## config.mk

```make
export PLATFORM = sky130hd
export DESIGN_NAME = iib_xform
export DESIGN_NICKNAME = d
export VERILOG_FILES = /design/src/sv/iib_pkg.sv /design/src/sv/iib_xform.sv
export SDC_FILE = /design/constraint.sdc
export NUM_CORES = 1
export LEC_CHECK = 0
export BUFFER_PORTS_ARGS = -buffer_cell sky130_fd_sc_hd__buf_4
export CAP_MARGIN = 20
export CORE_ASPECT_RATIO = 1.4
export CORE_MARGIN = 2
export CORE_UTILIZATION = 45
export DETAILED_ROUTE_END_ITERATION = 10
export PLACE_DENSITY = 0.8
export SYNTH_ARGS = -nofsm -noshare
export SYNTH_HDL_FRONTEND = slang
export SYNTH_SLANG_ARGS = --single-unit
```

## constraint.sdc

```tcl
create_clock -name vclk -period 3.47
set_input_delay 0.694 -clock vclk [all_inputs]
set_output_delay 0.694 -clock vclk [all_outputs]
set_load 0.01 [all_outputs]
```

## src/sv/iib_pkg.sv

```systemverilog
`timescale 1ns / 1ps
package iib_pkg;

  localparam int IMAGE_WIDTH  = 320;
  localparam int IMAGE_HEIGHT = 240;

  localparam int COL_BITS = (IMAGE_WIDTH > 1) ? $clog2(IMAGE_WIDTH) : 1;
  localparam int ROW_BITS = (IMAGE_HEIGHT > 1) ? $clog2(IMAGE_HEIGHT) : 1;

  localparam int PIX_W    = 8;
  localparam int XF_W     = 10;
  localparam int COLSUM_W = 17;
  localparam int SUM_W    = 26;
  localparam int IDX_W    = 1;

  localparam logic [COL_BITS-1:0] LAST_COL = COL_BITS'(IMAGE_WIDTH - 1);
  localparam logic [ROW_BITS-1:0] LAST_ROW = ROW_BITS'(IMAGE_HEIGHT - 1);

  localparam logic [IDX_W-1:0] REG_DIFF_MODE  = 1'b0;
  localparam logic [IDX_W-1:0] REG_GRAY_VALUE = 1'b1;

  typedef struct packed {
    logic             diff_mode;
    logic [PIX_W-1:0] gray_value;
  } cfg_t;

endpackage

```

## src/sv/iib_xform.sv

```systemverilog
`timescale 1ns / 1ps
module iib_xform (
  input  iib_pkg::cfg_t             cfg,
  input  logic [iib_pkg::PIX_W-1:0] pixel,
  output logic [iib_pkg::XF_W-1:0]  value
);
  import iib_pkg::*;

  logic [PIX_W-1:0] delta;
  logic             brighter;

  always_comb begin
    brighter = pixel > cfg.gray_value;
    delta = brighter ? (pixel - cfg.gray_value) : (cfg.gray_value - pixel);
    if (!cfg.diff_mode) begin
      value = XF_W'(pixel);
    end else if (brighter) begin
      value = XF_W'(delta);
    end else begin
      // darker: a + 2*floor(a/2), equal gives zero by itself
      value = XF_W'(delta) + XF_W'({delta[PIX_W-1:1], 1'b0});
    end
  end

endmodule

```

# Word-level counts from Yosys, hierarchy flattened
# Cells that the tools add are included.
# classes
add_sub_neg,3
order_cmp,1
muxes,3
# op_table
operator,n
$mux 9,2
$sub 8x8->8,2
$add 8x8->9,1
$gt 8x8->1,1
$mux 8,1
# word_totals
reg_bits,0

# Logic depth before layout (Yosys ltp)
# depth
word_depth,5
ltp_mapped,10
depth_no_buf,9

# Worst setup path before layout
# No wires, ideal clock.
# synth_path
kind,input to output
startpoint,input pixel[0] (netlist bit)
endpoint,output value[6] (netlist bit)
arrival_time_ps,2292
slack_ps,484
path_stages,10
n_path_buf,1
path_cell_list,inv_1 > ha_1 > inv_1 > fa_1 > nand3_1 > a21oi_1 > o21bai_1 > buf_4 > a21bo_1 > a31oi_1
# synth_via
elab_chain_len,5
# synth_lines
element,line_no,text
"start, declared",iib_xform.sv:4,"input logic [iib_pkg::PIX_W-1:0] pixel,"
$sub 8x8->8 / $gt 8x8->1 (equally long branches),"iib_xform.sv:14, iib_xform.sv:13",
$mux 8,iib_xform.sv:14,delta = brighter ? (pixel - cfg.gray_value) : (cfg.gray_value - pixel);
$add 8x8->9,iib_xform.sv:21,"value = XF_W'(delta) + XF_W'({delta[PIX_W-1:1], 1'b0});"
$mux 9 (*),iib_xform.sv:17,end else if (brighter) begin
$mux 9 (*),iib_xform.sv:15,if (!cfg.diff_mode) begin
"end, declared",iib_xform.sv:5,output logic [iib_pkg::XF_W-1:0] value
# Every way passes the cells marked *; elsewhere a longest branch is shown, timed or not.

# Worst setup path in the final report
# Same ends and word-level chain as after synthesis.

==> key figures <==
Outcome
  • Status: finished clean

Hold path
  • Endpoint, Worst Hold: value[0]
  • Worst min-delay path class: primary input to output port
  • Depth of the worst hold-timing path: 4
  • Worst Hold Launch: pixel[0]

Setup path
  • CP arrival: 2.63 ns
  • Kind of critical path: primary input to output port
  • Req. time, crit path: approximately 2.8 ns
  • Nature of the critical path startpoint: primary input
  • CP endpoint kind: output port
  • Worst Path Max Fanout: 8

Yosys
  • Synthesized area: 940.9 µm²
  • Ys Warns: 0
  • Post-Syn Instances: between 100 and 150
  • Synth cell types: 38
  • Sequential element share of the synthesized area: 0%
  • Mapped Avg Cell Area: 6.918 µm²
  • Syn nets: 170

Power
  • Cell area power density: approximately 190 mW/mm²
  • Pleak: 0.5868 nW
  • Max IR drop VDD: about 100 µV

GRT
  • Grt total ovfl: 0
  • First-pass GRT wire length: 4236 µm
  • GRT Overall Usage: 20.59%
  • Vias in the first global route: 1,040
  • Antenna violations before repair: 0
  • Largest net degree at the start of global routing: 18

Placed design
  • Dpl hpwl: 2108 µm
  • Post-DP Area: 0.001136 mm²
  • Post-place setup slack: 0.1344 ns
  • Dpl cells: approximately 180
  • Global placer's final weighted congestion: 0.9521
  • Port buffer count: 26

Floorplan
  • Initial Util: 47.69%
  • Die width: 42.65 µm
  • I/O pin total: 27
  • DIE AREA: 0.002478 mm²
  • Vert. Die Dim: 58.11 µm
  • Core Box Area: 0.001973 mm²
  • Number of core rows: 19

Finish
  • Final #Nets: 196
  • Synthesis-to-layout area growth: 21.28%
  • Antenna cells: 0
  • Final Non-Filler Cells: 181
  • Clock buffer count: 0
  • Storage element area: 0 µm²
  • Final Cell Area: roughly 0.0011 mm²
  • Most frequent cells in the layout: buf_4 (31), inv_1 (24), ha_1 (15)
  • Layout cells sized above 1: 21.25%
  • Seq cells: 0
  • Commonest non-fill, non-tap cell in the layout: buf_4

Drt
  • DRT Pass-1 Iters: 4
  • DRC Markers: 0
  • WL per Instance: 14.04 µm
  • Routed wire length: 2542 µm
  • Antenna-violating nets left: 0
  • Via-to-Cell Ratio: roughly 5.9
  • Vias after detailed routing: between 1,000 and 1,500
  • DRT iter0 DRCs: 28

Timing
  • Post-route setup TNS: 0 ns
  • Tmin final: 3.323 ns
  • RSZ-0062 raised after global routing: no
  • Worst Slack Setup Final: roughly 0.15 ns
  • Hold_ws: approximately 1.7 ns
  • Final Cycle Share: 95.75%
  • F_max: 301.0 MHz
  • Fin. max-slew vios: 0
  • Setup violators final: 0
  • Hold Vio Cnt, Final: 0

Clock network
  • Post-CTS setup buffers: 0

Flow run
  • Max_cap viols: 0
[where the power goes]
part / internal [mW] / leakage [nW] / switching [mW]
Sequential: 0 / 0 / 0
Clock: 0 / 0 / 0
Combinational: 0.103 / 0.587 / 0.115
[logic make-up (layout without fill, tap and decap cells)]
logic type,after synthesis,count (layout),synth area share [%]
AO/OA/AOI/OAI,41,41,29.65
XOR/XNOR,5,5,4.655
adder cells (fa/ha/maj),17,17,24.20
buffers and inverters,31,55,16.36
multiplexers,4,4,4.255
other,1,1,0.3986
AND/OR/NAND/NOR,37,37,20.48
[per-layer routing]
layer	share of wire [%]	GRT usage [%]	wire, µm	up-vias
met2	52	39.61	1310	37
met5	0	0	0	-
met4	0.83	3.125	21	0
met3	4.6	0	117	2
li1	-	-	-	530
met1	43	25.61	1093	506
[metrics by stage]
step                utilization (%)  power (mW)
CTS                           57.58      0.2150
detailed placement            57.58      0.2135
finish                        57.83      0.2175
global route                  57.83      0.2378
global placement              57.58      0.2087
floorplan                         -      0.1439
[cells in the mapped netlist, types with 4 or more instances]
| master | n | area share [%] |
|---|---|---|
| o21ai_0 | 6 | 3.2 |
| ha_1 | 15 | 20 |
| mux2i_1 | 4 | 4.3 |
| a21oi_1 | 12 | 6.4 |
| buf_4 | 4 | 3.2 |
| nor3_1 | 6 | 3.2 |
| inv_1 | 24 | 9.6 |
| nor2_1 | 9 | 3.6 |
| nand3_1 | 5 | 2.7 |
| nand2_1 | 4 | 1.6 |
[worst max-delay path by stage]
stage / slack, ns / start / to / depth (start not counted)
after global placement: 0.15 / cfg[2] / value[7] / 10
after floorplan: 0.48 / pixel[0] / value[6] / 10
after detailed placement: 0.13 / pixel[0] / value[6] / 12
final: 0.15 / pixel[0] / value[6] / 12
after global routing: 0.02 / pixel[0] / value[6] / 12
after CTS: 0.12 / pixel[0] / value[6] / 12
[layout make-up]
class / count / area [µm²]
well taps: 21 / 26.28
repair buffers: 31 / 232.7
inverters: 24 / 90.09
fillers: 192 / 832.0
multi-input cells: 105 / 792.0
[repair_timing]
| action | in CTS | in global routing |
|---|---|---|
| endpoints found under the setup margin | 0 | 1 |
| gates resized for setup | 0 | 1 |
| hold buffers | 0 | 0 |
[worst max-delay path: stages]
cell	delay (ns)
buf_4	0.12
inv_1	0.06
ha_1	0.17
inv_1	0.06
fa_1	0.41
nand3_2	0.12
a21oi_1	0.07
o21bai_1	0.18
buf_4	0.20
a21bo_1	0.22
a31oi_1	0.17
buf_4	0.14
Power figures use the tool's default switching activity.
